### config.mk
export PLATFORM = sky130hd
export DESIGN_NAME = i2c_register_access_sequencer_core
export DESIGN_NICKNAME = d
export VERILOG_FILES = /design/src/rtl/i2cras_pkg.sv /design/src/rtl/i2cras_step.sv /design/src/rtl/i2c_register_access_sequencer_core.sv
export SDC_FILE = /design/constraint.sdc
export NUM_CORES = 1
export LEC_CHECK = 0
export BUFFER_PORTS_ARGS = -buffer_cell sky130_fd_sc_hd__buf_2
export CORE_MARGIN = 8
export CORE_UTILIZATION = 60
export CTS_BUF_LIST = sky130_fd_sc_hd__clkbuf_8
export CTS_CLUSTER_SIZE = 25
export DETAILED_ROUTE_END_ITERATION = 10
export PLACE_DENSITY = 0.85
export SLEW_MARGIN = 10
export SYNTH_ARGS = -nofsm -noshare
export SYNTH_HDL_FRONTEND = slang
export SYNTH_SLANG_ARGS = --single-unit
### constraint.sdc
create_clock -name clk -period 4.75 [get_ports clk]
set_input_delay 0.2375 -clock clk [delete_from_list [all_inputs] [get_ports clk]]
set_output_delay 0.2375 -clock clk [all_outputs]
set_load 0.02 [all_outputs]
### src/rtl/i2cras_pkg.sv
package i2cras_pkg;

  // Item codes on the request channel.
  localparam logic [1:0] OP_WRITE  = 2'd0;
  localparam logic [1:0] OP_READ   = 2'd1;
  localparam logic [1:0] OP_STATUS = 2'd2;
  localparam logic [1:0] OP_ERROR  = 2'd3;

  // Completion codes on the response channel.
  localparam logic [1:0] DONE_NONE  = 2'd0;
  localparam logic [1:0] DONE_WRITE = 2'd1;
  localparam logic [1:0] DONE_READ  = 2'd2;
  localparam logic [1:0] DONE_FAIL  = 2'd3;

  // Bit positions in status_flags.
  localparam int FLAG_SB   = 0;
  localparam int FLAG_ADDR = 1;
  localparam int FLAG_TXE  = 2;
  localparam int FLAG_BTF  = 3;
  localparam int FLAG_RXNE = 4;

  // Direction bit appended to the device address.
  localparam logic DIR_WRITE = 1'b0;
  localparam logic DIR_READ  = 1'b1;

  typedef enum logic [1:0] {
    MODE_IDLE = 2'd0,
    MODE_WR   = 2'd1,
    MODE_RD   = 2'd2
  } mode_t;

  typedef struct packed {
    logic [1:0] op;
    logic [6:0] dev_addr;
    logic [7:0] reg_addr;
    logic [7:0] wr_value;
    logic [4:0] status_flags;
    logic [7:0] rx_data;
  } req_item_t;

  typedef struct packed {
    logic       accepted;
    logic       dr_write;
    logic [7:0] dr_data;
    logic       gen_start;
    logic       gen_stop;
    logic       ack_clear;
    logic       sr2_read;
    logic [1:0] done_code;
    logic [7:0] read_data;
  } rsp_item_t;

  typedef struct packed {
    mode_t      mode;
    logic [2:0] step;
    logic [6:0] held_dev_addr;
    logic [7:0] held_reg_addr;
    logic [7:0] held_value;
  } seq_state_t;

endpackage

### src/rtl/i2cras_step.sv
module i2cras_step (
  input  i2cras_pkg::seq_state_t cur,
  input  i2cras_pkg::req_item_t  item,
  output i2cras_pkg::seq_state_t nxt,
  output i2cras_pkg::rsp_item_t  rsp
);
  import i2cras_pkg::*;

  // Step numbers of the write sequence.
  localparam logic [2:0] WR_SEND_ADDR  = 3'd0;
  localparam logic [2:0] WR_SEND_REG   = 3'd1;
  localparam logic [2:0] WR_SEND_VALUE = 3'd2;
  localparam logic [2:0] WR_FINISH     = 3'd3;
  // Step numbers of the read sequence.
  localparam logic [2:0] RD_SEND_ADDR  = 3'd0;
  localparam logic [2:0] RD_SEND_REG   = 3'd1;
  localparam logic [2:0] RD_RESTART    = 3'd2;
  localparam logic [2:0] RD_SEND_RADDR = 3'd3;
  localparam logic [2:0] RD_STOP       = 3'd4;
  localparam logic [2:0] RD_CAPTURE    = 3'd5;

  logic [7:0] addr_byte;
  logic [4:0] fl;

  assign addr_byte = {cur.held_dev_addr, DIR_WRITE};
  assign fl        = item.status_flags;

  always_comb begin
    nxt = cur;
    rsp = '0;
    case (item.op)
      OP_WRITE, OP_READ: begin
        if (cur.mode == MODE_IDLE) begin
          rsp.accepted      = 1'b1;
          rsp.gen_start     = 1'b1;
          nxt.mode          = (item.op == OP_WRITE) ? MODE_WR : MODE_RD;
          nxt.step          = WR_SEND_ADDR;
          nxt.held_dev_addr = item.dev_addr;
          nxt.held_reg_addr = item.reg_addr;
          if (item.op == OP_WRITE) begin
            nxt.held_value = item.wr_value;
          end
        end
      end
      OP_ERROR: begin
        rsp.gen_stop = 1'b1;
        rsp.sr2_read = 1'b1;
        if (cur.mode == MODE_WR || cur.mode == MODE_RD) begin
          rsp.done_code = DONE_FAIL;
        end
        nxt.mode = MODE_IDLE;
        nxt.step = WR_SEND_ADDR;
      end
      OP_STATUS: begin
        case (cur.mode)
          MODE_WR: begin
            case (cur.step)
              WR_SEND_ADDR: if (fl[FLAG_SB]) begin
                rsp.dr_write = 1'b1;
                rsp.dr_data  = addr_byte;
                nxt.step     = WR_SEND_REG;
              end
              WR_SEND_REG: if (fl[FLAG_ADDR]) begin
                rsp.sr2_read = 1'b1;
                rsp.dr_write = 1'b1;
                rsp.dr_data  = cur.held_reg_addr;
                nxt.step     = WR_SEND_VALUE;
              end
              WR_SEND_VALUE: if (fl[FLAG_TXE]) begin
                rsp.dr_write = 1'b1;
                rsp.dr_data  = cur.held_value;
                nxt.step     = WR_FINISH;
              end
              WR_FINISH: if (fl[FLAG_BTF]) begin
                rsp.gen_stop  = 1'b1;
                rsp.done_code = DONE_WRITE;
                nxt.step      = WR_SEND_ADDR;
                nxt.mode      = MODE_IDLE;
              end
              default: ;
            endcase
          end
          MODE_RD: begin
            case (cur.step)
              RD_SEND_ADDR: if (fl[FLAG_SB]) begin
                rsp.dr_write = 1'b1;
                rsp.dr_data  = addr_byte;
                nxt.step     = RD_SEND_REG;
              end
              RD_SEND_REG: if (fl[FLAG_ADDR]) begin
                rsp.sr2_read = 1'b1;
                rsp.dr_write = 1'b1;
                rsp.dr_data  = cur.held_reg_addr;
                nxt.step     = RD_RESTART;
              end
              RD_RESTART: if (fl[FLAG_BTF]) begin
                rsp.gen_start = 1'b1;
                nxt.step      = RD_SEND_RADDR;
              end
              RD_SEND_RADDR: if (fl[FLAG_SB]) begin
                rsp.dr_write  = 1'b1;
                rsp.dr_data   = {cur.held_dev_addr, DIR_READ};
                rsp.ack_clear = 1'b1;
                nxt.step      = RD_STOP;
              end
              RD_STOP: if (fl[FLAG_ADDR]) begin
                rsp.sr2_read = 1'b1;
                rsp.gen_stop = 1'b1;
                nxt.step     = RD_CAPTURE;
              end
              RD_CAPTURE: if (fl[FLAG_RXNE]) begin
                rsp.done_code = DONE_READ;
                rsp.read_data = item.rx_data;
                nxt.step      = RD_SEND_ADDR;
                nxt.mode      = MODE_IDLE;
              end
              default: ;
            endcase
          end
          default: ;
        endcase
      end
      default: ;
    endcase
  end

endmodule

### src/rtl/i2c_register_access_sequencer_core.sv
// Channel   Direction  Handshake                  Payload
// req       in         req_valid / req_stall      i2cras_pkg::req_item_t
// rsp       out        rsp_valid / rsp_stall      i2cras_pkg::rsp_item_t
//
// Every request item yields exactly one response item. While rsp_stall is low, one item
// per cycle is sustained; the sequencer state updates in the same cycle that
// an item leaves the input register, so consecutive items see each other's effects.
// Reset (rst, synchronous) empties both registers and returns the sequencer to idle.
// A stalled response holds the result register; the input register still drains into it
// only when it frees, and req_stall rises only when both registers are occupied.
module i2c_register_access_sequencer_core (
  input  logic                  clk,
  input  logic                  rst,
  input  logic                  req_valid,
  output logic                  req_stall,
  input  i2cras_pkg::req_item_t req,
  output logic                  rsp_valid,
  input  logic                  rsp_stall,
  output i2cras_pkg::rsp_item_t rsp
);
  import i2cras_pkg::*;

  // Input register: holds the accepted item until the result register can take its result.
  logic       held_valid;
  req_item_t  held;

  // Sequencer state: mode, step and the latched request fields.
  seq_state_t st;
  seq_state_t st_next;
  rsp_item_t  rsp_next;

  logic out_free;
  logic advance;
  logic take;

  // The result register can load when it is empty or its item leaves this cycle.
  assign out_free  = !rsp_valid || !rsp_stall;
  assign advance   = held_valid && out_free;
  // The input register can load when it is empty or drains this cycle.
  assign req_stall = held_valid && !out_free;
  assign take      = req_valid && !req_stall;

  // All of the per-event decision is one pass of small combinational logic.
  i2cras_step u_step (
    .cur  (st),
    .item (held),
    .nxt  (st_next),
    .rsp  (rsp_next)
  );

  always_ff @(posedge clk) begin
    if (rst) begin
      held_valid       <= 1'b0;
      rsp_valid        <= 1'b0;
      st.mode          <= MODE_IDLE;
      st.step          <= '0;
      st.held_dev_addr <= '0;
      st.held_reg_addr <= '0;
      st.held_value    <= '0;
    end else begin
      if (take) begin
        held_valid <= 1'b1;
      end else if (advance) begin
        held_valid <= 1'b0;
      end
      if (advance) begin
        rsp_valid <= 1'b1;
        st        <= st_next;
      end else if (out_free) begin
        rsp_valid <= 1'b0;
      end
    end
  end

  // Payload registers carry no reset.
  always_ff @(posedge clk) begin
    if (take) begin
      held <= req;
    end
    if (advance) begin
      rsp <= rsp_next;
    end
  end

  // Idle always sits at step zero.
  a_idle_step_zero: assert property (@(posedge clk) disable iff (rst)
    (st.mode == MODE_IDLE) |-> (st.step == 3'd0))
    else $error("idle mode with nonzero step");

  // A write sequence never goes past its fourth step.
  a_write_step_range: assert property (@(posedge clk) disable iff (rst)
    (st.mode == MODE_WR) |-> (st.step <= 3'd3))
    else $error("write sequence step out of range");

  // A request taken while idle starts a transfer.
  a_request_starts: assert property (@(posedge clk) disable iff (rst)
    (advance && st.mode == MODE_IDLE &&
     (held.op == OP_WRITE || held.op == OP_READ))
    |=> (st.mode != MODE_IDLE && rsp_valid && rsp.accepted && rsp.gen_start))
    else $error("idle request did not start a transfer");

  // An accepted request reports no completion.
  a_accept_no_done: assert property (@(posedge clk) disable iff (rst)
    (rsp_valid && rsp.accepted) |-> (rsp.done_code == DONE_NONE && !rsp.dr_write))
    else $error("accepted request carries completion or data");

  // The read byte is shown only with a read completion.
  a_read_data_gated: assert property (@(posedge clk) disable iff (rst)
    (rsp_valid && rsp.done_code != DONE_READ) |-> (rsp.read_data == 8'd0))
    else $error("read data without read completion");

endmodule

==> run_results.csv, run 1 <==
group,metric,value,unit
status,outcome,"complete, no violations",
setup_path,path_class,"flip-flop to flip-flop",
yosys,synth_fp_nets,386,
pwr,swShare,22.5,%
pwr,switchingPower,340,µW
pwr,p_leak,1.61,nW
setup_path,worstPathCellList,"inv_1 > ha_1 > nand2_1 > nand2_1 > o211ai_1 > a2111o_1 > o31ai_2",
grt,grt_max_degree,39,
yosys,yosys_warnings,0,
yosys,synth.area.mux_share,1.77,%
setup_path,crit_family,"flip-flops",
min_path,min_to,"held[3]$_DFFE_PP_",
setup_path,r2r_slack,2.51,ns
pwr,power.internal,1.17,mW
min_path,min_from,"req[3]",
cells_and_area,drive_gt1_share,23.6,%
drt,wl,7630,µm
yosys,synth_top_family_by_area,"simple AND/OR/NAND/NOR gates",
cells_and_area,diodes,0,
grt,antenna_found_initial,0,
sta,slew_headroom,31.8,%
sta,tns,0,ns
pwr,seqPwrFrac,60.3,%
sta,min_period,2.24,ns
setup_path,timing.rr.start,"st[24]$_SDFFE_PP0P_",
setup_path,cp.arrival,2.51,ns
sta,grt_setup_unrepaired,"false",
setup_path,cp-start-kind,"flip-flop",
sta,hold_violations,0,
yosys,synth_cell_types,56,
sta,setup_viol,0,
floorplan,ios,68,
cells_and_area,fin_nets,446,
sta,drv_slew,0,
yosys,ys_dominant_reg_cell,"edfxtp_1",
pwr,finalPower,1.51,mW
clock_tree,clkTransAtPathRegs,0.09,ns
clock_tree,cts.sinks,92,
clock_tree,cts_buffers,9,
clock_tree,cts_hold_buffers,0,
yosys,synthAdderAreaFrac,1.90,%
yosys,yosysTopAreaCellShare,47.0,%
clock_tree,h-tree-depth,3,
sta,period_share,47.2,%
clock_tree,clockRootBuffer,"clkbuf_8",
setup_path,ff2ff_path_depth,7,
place,place.port_buffers,67,
drt,dr.first_iter.drc_count,148,
drt,first_pass_iters,4,
setup_path,critPathMaxStageDelay,0.76,ns
yosys,ys_top_cells_by_count,"62 x edfxtp_1, 50 x nand2_1, 36 x a21oi_1, 30 x dfxtp_1, 25 x nor2_1",
floorplan,die_area,0.00945,mm²
yosys,synth_edf_count,62,
setup_path,crit_path_end_kind,"flip-flop",
place,dp_cells,464,
yosys,syn-cell-area,0.00396,mm²
clock_tree,post_cts_buffers,0,
pwr,clkPwrFrac,33.0,%
min_path,hold_path_depth,1,
drt,viasPerCell,5.69,
yosys,synth_xor_area_share,0,%
clock_tree,clkLatencyLatePin,0.35,ns
drt,wl_per_cell,15.9,µm
setup_path,cp.depth,7,
place,routabilityCongestion,0.895,
grt,gr-usage-all-layers,16.3,%
setup_path,cp_num_buf_inv,1,
floorplan,dieHeight,97.2,µm
grt,grt.overflow.total,0,
grt,first_global_vias,2682,
sta,finClkSkew,0.0111,ns
yosys,yosysTopAreaCell,"edfxtp_1",
drt,drtAntennaViolNets,0,
yosys,syn_area_per_cell,11.7,µm²
clock_tree,cts_tree,"built",
pwr,powerDensity,337,mW/mm²
setup_path,cp_max_fo,21,
yosys,yosys-top-cells-area,"edfxtp_1 47%, dfxtp_1 15%, nand2_1 4.7%",
min_path,worstHoldPathType,"input port to flip-flop",
floorplan,core.rowCount,29,
setup_path,required,5.02,ns
drt,drc,0,
yosys,yosysMostFrequentCell,"edfxtp_1",
cells_and_area,fin_cells,480,
floorplan,core_area,0.00635,mm²
sta,fmaxAchievable,0.446,GHz
pwr,ir_drop,0.000260,V
yosys,seq_area_frac_synth,62.2,%
setup_path,regToRegEndpoint,"st[25]$_SDFFE_PP0P_",
grt,grt_pass1_wl,12800,µm
pwr,power_frac_comb,6.7,%
sta,worst_pin_slew,1.02,ns
floorplan,start_util,62.3,%
yosys,async_reset_ff_share,0,%
run,drv_cap,0,
clock_tree,post_cts_resized,0,
yosys,synth_seq_cells,92,
setup_path,crit_path_frequent_cell,"nand2_1",
floorplan,die_x,97.2,µm
yosys,synth-simple-area-share,16.5,%
yosys,synth_cells,338,
clock_tree,cts_max_path_buffers,2,
place,detailed_place_hpwl,5380,µm
yosys,synth_compound_area_share,13.9,%
drt,vias,2731,
setup_path,crit_slowest_cell,"dfxtp_1",
cells_and_area,area_growth,13.1,%
-- sequential cells by signal, indices dropped and copies added (netlist names) --
register	count
held_valid	1
st	28
rsp_valid	1
held	38
rsp	24
-- final cells by class --
class,instances,area [µm²]
Timing Repair Buffer,69,350
Tap cell,77,96.3
Clock inverter,7,63.8
Inverter,6,22.5
Clock buffer,9,124
Multi-Input combinational cell,220,1360
Fill cell,453,1870
Sequential cell,92,2460
-- stage by stage --
| step | setup slack [ns] | hold slack [ns] | instance area [µm²] | util, % |
|---|---|---|---|---|
| floorplan | 1.93 | 0.336 | 3960 | - |
| global placement | 2.66 | 0.414 | 4290 | 67.6 |
| detailed placement | 2.57 | 0.416 | 4290 | 67.6 |
| CTS | 2.54 | 0.0433 | 4480 | 70.5 |
| global route | 2.32 | 0.0405 | 4480 | 70.5 |
| finish | 2.51 | 0.0551 | 4480 | 70.5 |
-- per-layer routing --
layer / up-vias / part of all wire, % / GRT usage [%]
met5: - / 0 / 0
met4: 0 / 2.1 / 6.88
met3: 16 / 7.0 / 4.69
met2: 100 / 48 / 25.7
met1: 1261 / 43 / 20.3
li1: 1354 / - / -
-- worst max path at each step --
| stage | end | slack (ns) | from |
|---|---|---|---|
| 4_1_cts | st[25]$_SDFFE_PP0P_ | 2.54 | st[24]$_SDFFE_PP0P_ |
| 5_1_grt | st[25]$_SDFFE_PP0P_ | 2.32 | st[24]$_SDFFE_PP0P_ |
| 2_1_floorplan | held[0]$_DFFE_PP_ | 1.93 | rsp_valid$_SDFFE_PP0P_ |
| 3_3_place_gp | st[23]$_SDFFE_PP0P_ | 2.66 | st[24]$_SDFFE_PP0P_ |
| 6_report | st[25]$_SDFFE_PP0P_ | 2.51 | st[24]$_SDFFE_PP0P_ |
| 3_5_place_dp | st[25]$_SDFFE_PP0P_ | 2.57 | st[24]$_SDFFE_PP0P_ |
-- power by group through the flow --
stage | Combinational [mW] | Clock, mW | Sequential, mW
after floorplan | 0.0570 | 0 | 0.933
after detailed placement | 0.102 | 0 | 0.929
final | 0.102 | 0.498 | 0.911
after CTS | 0.102 | 0.507 | 0.911
after global routing | 0.112 | 0.538 | 0.915
after global placement | 0.0985 | 0 | 0.928
-- cell families after synthesis --
group,after synthesis
fa+ha+maj,6
flops,92
compound gates,83
buf+inv,26
simple gates,124
mux,7
-- cells in the final DEF (no fill, tap or decap), types with 2 or more instances in the layout --
cell type / netlist / layout
and3_1: 2 / 2
nor4bb_1: 3 / 3
dfxtp_1: 30 / 30
o21ai_0: 6 / 6
nand2b_1: 3 / 3
and2_1: 11 / 11
buf_2: 8 / 67
nand4b_1: 2 / 2
o32ai_1: 2 / 2
clkinv_1: 0 / 2
o21ai_2: 2 / 2
nor2b_1: 6 / 5
o21a_1: 3 / 3
mux2i_1: 7 / 7
a41o_1: 2 / 2
inv_6: 0 / 2
ha_1: 6 / 6
a22oi_1: 8 / 8
a22o_1: 6 / 6
buf_4: 2 / 2
nand2_1: 50 / 50
edfxtp_1: 62 / 62
nor2_1: 25 / 25
clkbuf_8: 0 / 9
inv_1: 5 / 6
and4_1: 2 / 2
nand3_1: 7 / 7
a21oi_1: 36 / 36
o211ai_1: 2 / 2
o21ai_1: 3 / 3
-- worst register-to-register path: stages, from the launching register on --
cell and delay [ns]:
dfxtp_1 0.76, inv_1 0.24, ha_1 0.36, nand2_1 0.11, nand2_1 0.11, o211ai_1 0.10
a2111o_1 0.43, o31ai_2 0.07
Note: power is estimated with default switching activity, not from simulation.
==> run 2, diff against run 1 <==
--- a/config.mk
+++ b/config.mk
@@ -5,13 +5,14 @@
 export SDC_FILE = /design/constraint.sdc
 export NUM_CORES = 1
 export LEC_CHECK = 0
+export ABC_AREA = 1
 export BUFFER_PORTS_ARGS = -buffer_cell sky130_fd_sc_hd__buf_2
 export CORE_MARGIN = 8
-export CORE_UTILIZATION = 60
+export CORE_UTILIZATION = 58
 export CTS_BUF_LIST = sky130_fd_sc_hd__clkbuf_8
 export CTS_CLUSTER_SIZE = 25
 export DETAILED_ROUTE_END_ITERATION = 10
-export PLACE_DENSITY = 0.85
+export PLACE_DENSITY = 0.82
 export SLEW_MARGIN = 10
 export SYNTH_ARGS = -nofsm -noshare
 export SYNTH_HDL_FRONTEND = slang
==> constraint.sdc (replaced) <==
create_clock -name clk -period 2.18 [get_ports clk]
set_input_delay 0.109 -clock clk [delete_from_list [all_inputs] [get_ports clk]]
set_output_delay 0.109 -clock clk [all_outputs]
set_load 0.02 [all_outputs]
==> run 2 against run 1 <==
First-iteration DRC count up 50%. Global-route usage up 3.4 points. Sequential power up 120%. Non-clock buffer count up 39. Count of clock-buffer cells in the layout unchanged. Synthesized cell count up 22%. Power up 140%. Fmax up 12%.
==> run_results.csv, run 2 <==
group,metric,value,unit
yosys,ys_top_cells_by_count,"77 x nor2_1, 62 x edfxtp_1, 53 x nand2_1, 45 x inv_1, 31 x o21ai_0",
pwr,seqPwrFrac,55.2,%
drt,drc,0,
min_path,worstHoldPathType,"input port to flip-flop",
clock_tree,clockRootBuffer,"clkbuf_8",
yosys,async_reset_ff_share,0,%
yosys,synth_fp_nets,460,
setup_path,r2r_slack,0.18,ns
setup_path,cp.arrival,2.22,ns
setup_path,crit_path_end_kind,"flip-flop",
drt,viasPerCell,5.36,
min_path,min_from,"req_valid",
grt,grt_max_degree,39,
sta,fmaxAchievable,0.499,GHz
drt,wl,9520,µm
yosys,synth.area.mux_share,0,%
sta,slew_headroom,62.4,%
cells_and_area,reg_top3,"held (38), st (28), rsp (24)",
setup_path,cp-start-kind,"flip-flop",
setup_path,cp_max_fo,11,
sta,grt_setup_unrepaired,"false",
sta,fin_ws,0.176,ns
pwr,powerDensity,716,mW/mm²
place,post-place-ws,0.380,ns
yosys,yosysTopAreaCellShare,46.4,%
yosys,syn_area_per_cell,9.74,µm²
place,place.port_buffers,67,
drt,vias,3263,
status,outcome,"complete, no violations",
sta,period_share,91.9,%
drt,drtAntennaViolNets,0,
cells_and_area,largest_reg_flops,38,
cells_and_area,fin_nets,572,
sta,drv_slew,0,
clock_tree,h-tree-depth,3,
grt,grt_pass1_wl,15000,µm
pwr,clkPwrFrac,35.9,%
cells_and_area,drive_gt1_share,21.9,%
yosys,yosysMostFrequentCell,"nor2_1",
yosys,synthAdderAreaFrac,1.87,%
yosys,yosys_warnings,0,
floorplan,start_util,59.4,%
place,post_dp_cell_area,0.00442,mm²
cells_and_area,mostFrequentLayoutCell,"nor2_1",
floorplan,ios,68,
pwr,p_leak,2.10,nW
floorplan,core_area,0.00676,mm²
place,routabilityCongestion,0.880,
setup_path,timing.rr.start,"st[26]$_SDFFE_PP0P_",
yosys,syn-cell-area,0.00401,mm²
floorplan,die_x,99.2,µm
setup_path,path_class,"flip-flop to flip-flop",
cells_and_area,diodes,0,
yosys,seq_area_frac_synth,61.4,%
setup_path,regToRegEndpoint,"rsp[12]$_DFFE_PP_",
setup_path,crit_end,"rsp[12]$_DFFE_PP_",
yosys,synth_compound_area_share,10.6,%
clock_tree,cts_max_path_buffers,2,
sta,hold_violations,0,
place,detailed_place_hpwl,6000,µm
floorplan,die_area,0.00983,mm²
cells_and_area,top_register,"held",
floorplan,dieHeight,99.2,µm
yosys,synth_cell_types,33,
pwr,power.internal,2.74,mW
yosys,yosys-top-cells-area,"edfxtp_1 46%, dfxtp_1 15%, nor2_1 7.2%",
sta,min_period,2.00,ns
clock_tree,clkLatencyLatePin,0.37,ns
pwr,switchingPower,867,µW
yosys,synth_edf_count,62,
grt,first_global_vias,3229,
clock_tree,cts_buffers,9,
clock_tree,clkTransAtPathRegs,0.09,ns
pwr,power_frac_comb,9.0,%
grt,antenna_found_initial,0,
cells_and_area,area_growth,25.5,%
sta,setup_viol,0,
cells_and_area,mostFrequentLayoutCells,"77 x nor2_1, 67 x buf_2, 62 x edfxtp_1",
run,drv_cap,0,
yosys,synth_cells,412,
floorplan,core.rowCount,30,
yosys,synth_seq_cells,92,
drt,dr.first_iter.drc_count,222,
clock_tree,post_cts_resized,0,
drt,first_pass_iters,5,
cells_and_area,fin_cells,609,
drt,wl_per_cell,15.6,µm
pwr,swShare,24.1,%
sta,tns,0,ns
yosys,synth-simple-area-share,19.6,%
pwr,ir_drop,0.000750,V
yosys,yosysTopAreaCell,"edfxtp_1",
grt,gr-usage-all-layers,19.6,%
place,dp_cells,554,
setup_path,startpoint,"st[26]$_SDFFE_PP0P_",
yosys,ys_dominant_reg_cell,"edfxtp_1",
clock_tree,cts.sinks,92,
clock_tree,post_cts_buffers,0,
setup_path,ff2ff_path_depth,6,
yosys,synth_top_family_by_area,"simple AND/OR/NAND/NOR gates",
setup_path,required,2.40,ns
grt,grt.overflow.total,0,
clock_tree,cts_tree,"built",
sta,worst_pin_slew,0.563,ns
pwr,finalPower,3.60,mW
sta,finClkSkew,0.0136,ns
yosys,synth_xor_area_share,0,%
cells_and_area,final_cell_area,0.00503,mm²
-- run 2: cell types whose count changed in the layout (fill, tap and decap cells not counted), moves of 6 or more --
cell | previous run | this run
a22oi_1 | 8 | 2
nand2_2 | 0 | 6
inv_1 | 6 | 45
nor2_1 | 25 | 77
a22o_1 | 6 | 0
and2_1 | 11 | 0
nand3_1 | 7 | 14
dlygate4sd3_1 | 0 | 39
inv_2 | 1 | 9
o21ai_0 | 6 | 31
a21oi_1 | 36 | 29
mux2i_1 | 7 | 0
-- run 2: through the flow --
step / util (%) / hold WS, ns
detailed placement: 65.4 / 0.287
CTS: 74.5 / 0.00164
finish: 74.5 / 0.0208
floorplan: - / 0.178
global placement: 65.4 / 0.285
global route: 74.5 / 0.0374
-- run 2: cell families (layout without fill, tap and decap cells) --
group,count (synthesis),after routing
AND/OR/NAND/NOR,170,170
flip-flops,92,92
AO/OA/AOI/OAI,79,79
buffers and inverters,65,182
adder cells (fa/ha/maj),6,6
-- run 2: cell type report --
cell class / instances / area [µm²]
multi-input combinational: 255 / 1290
inverter: 58 / 220
clock buffer: 9 / 124
clock inverter: 7 / 98.8
fill: 449 / 1720
timing repair buffer: 108 / 741
tap: 80 / 100
sequential: 92 / 2460
-- run 2: how the worst min path moves through the flow --
stage	end	slack, ns	depth (start not counted)
after global placement	held[21]$_DFFE_PP_	0.28	1
after CTS	held_valid$_SDFFE_PP0P_	0.002	3
after detailed placement	held[27]$_DFFE_PP_	0.29	1
after floorplan	held_valid$_SDFFE_PP0P_	0.18	1
final	held_valid$_SDFFE_PP0P_	0.02	3
after global routing	held_valid$_SDFFE_PP0P_	0.04	3
-- run 2: what timing repair did --
item	4_1_cts	5_1_grt
hold buffers	39	0
hold endpoints to repair	44	0
setup endpoints to repair	0	0
-- run 2: power groups by stage --
stage               logic (mW)  clock network (mW)  registers [mW]
finish                   0.324                1.29            1.99
global placement         0.253                   0            2.02
detailed placement       0.262                   0            2.03
global route             0.354                1.36            2.00
floorplan                0.147                   0            2.04
CTS                      0.318                1.28            1.99
-- run 2: worst max-delay path, cell delays in order (launching register included) --
cell	delay (ns)
dfxtp_1	0.33
inv_1	0.08
ha_1	0.42
clkinv_1	0.36
nor3_1	0.41
nor2_1	0.11
o21ai_1	0.15
-- run 2: routing by layer --
layer,global-route usage (%),vias up,wire (µm)
met5,0,-,0
met4,12.3,0,432
met3,6.01,45,579
met2,34.8,134,4930
met1,19.7,1491,3580
li1,-,1593,-
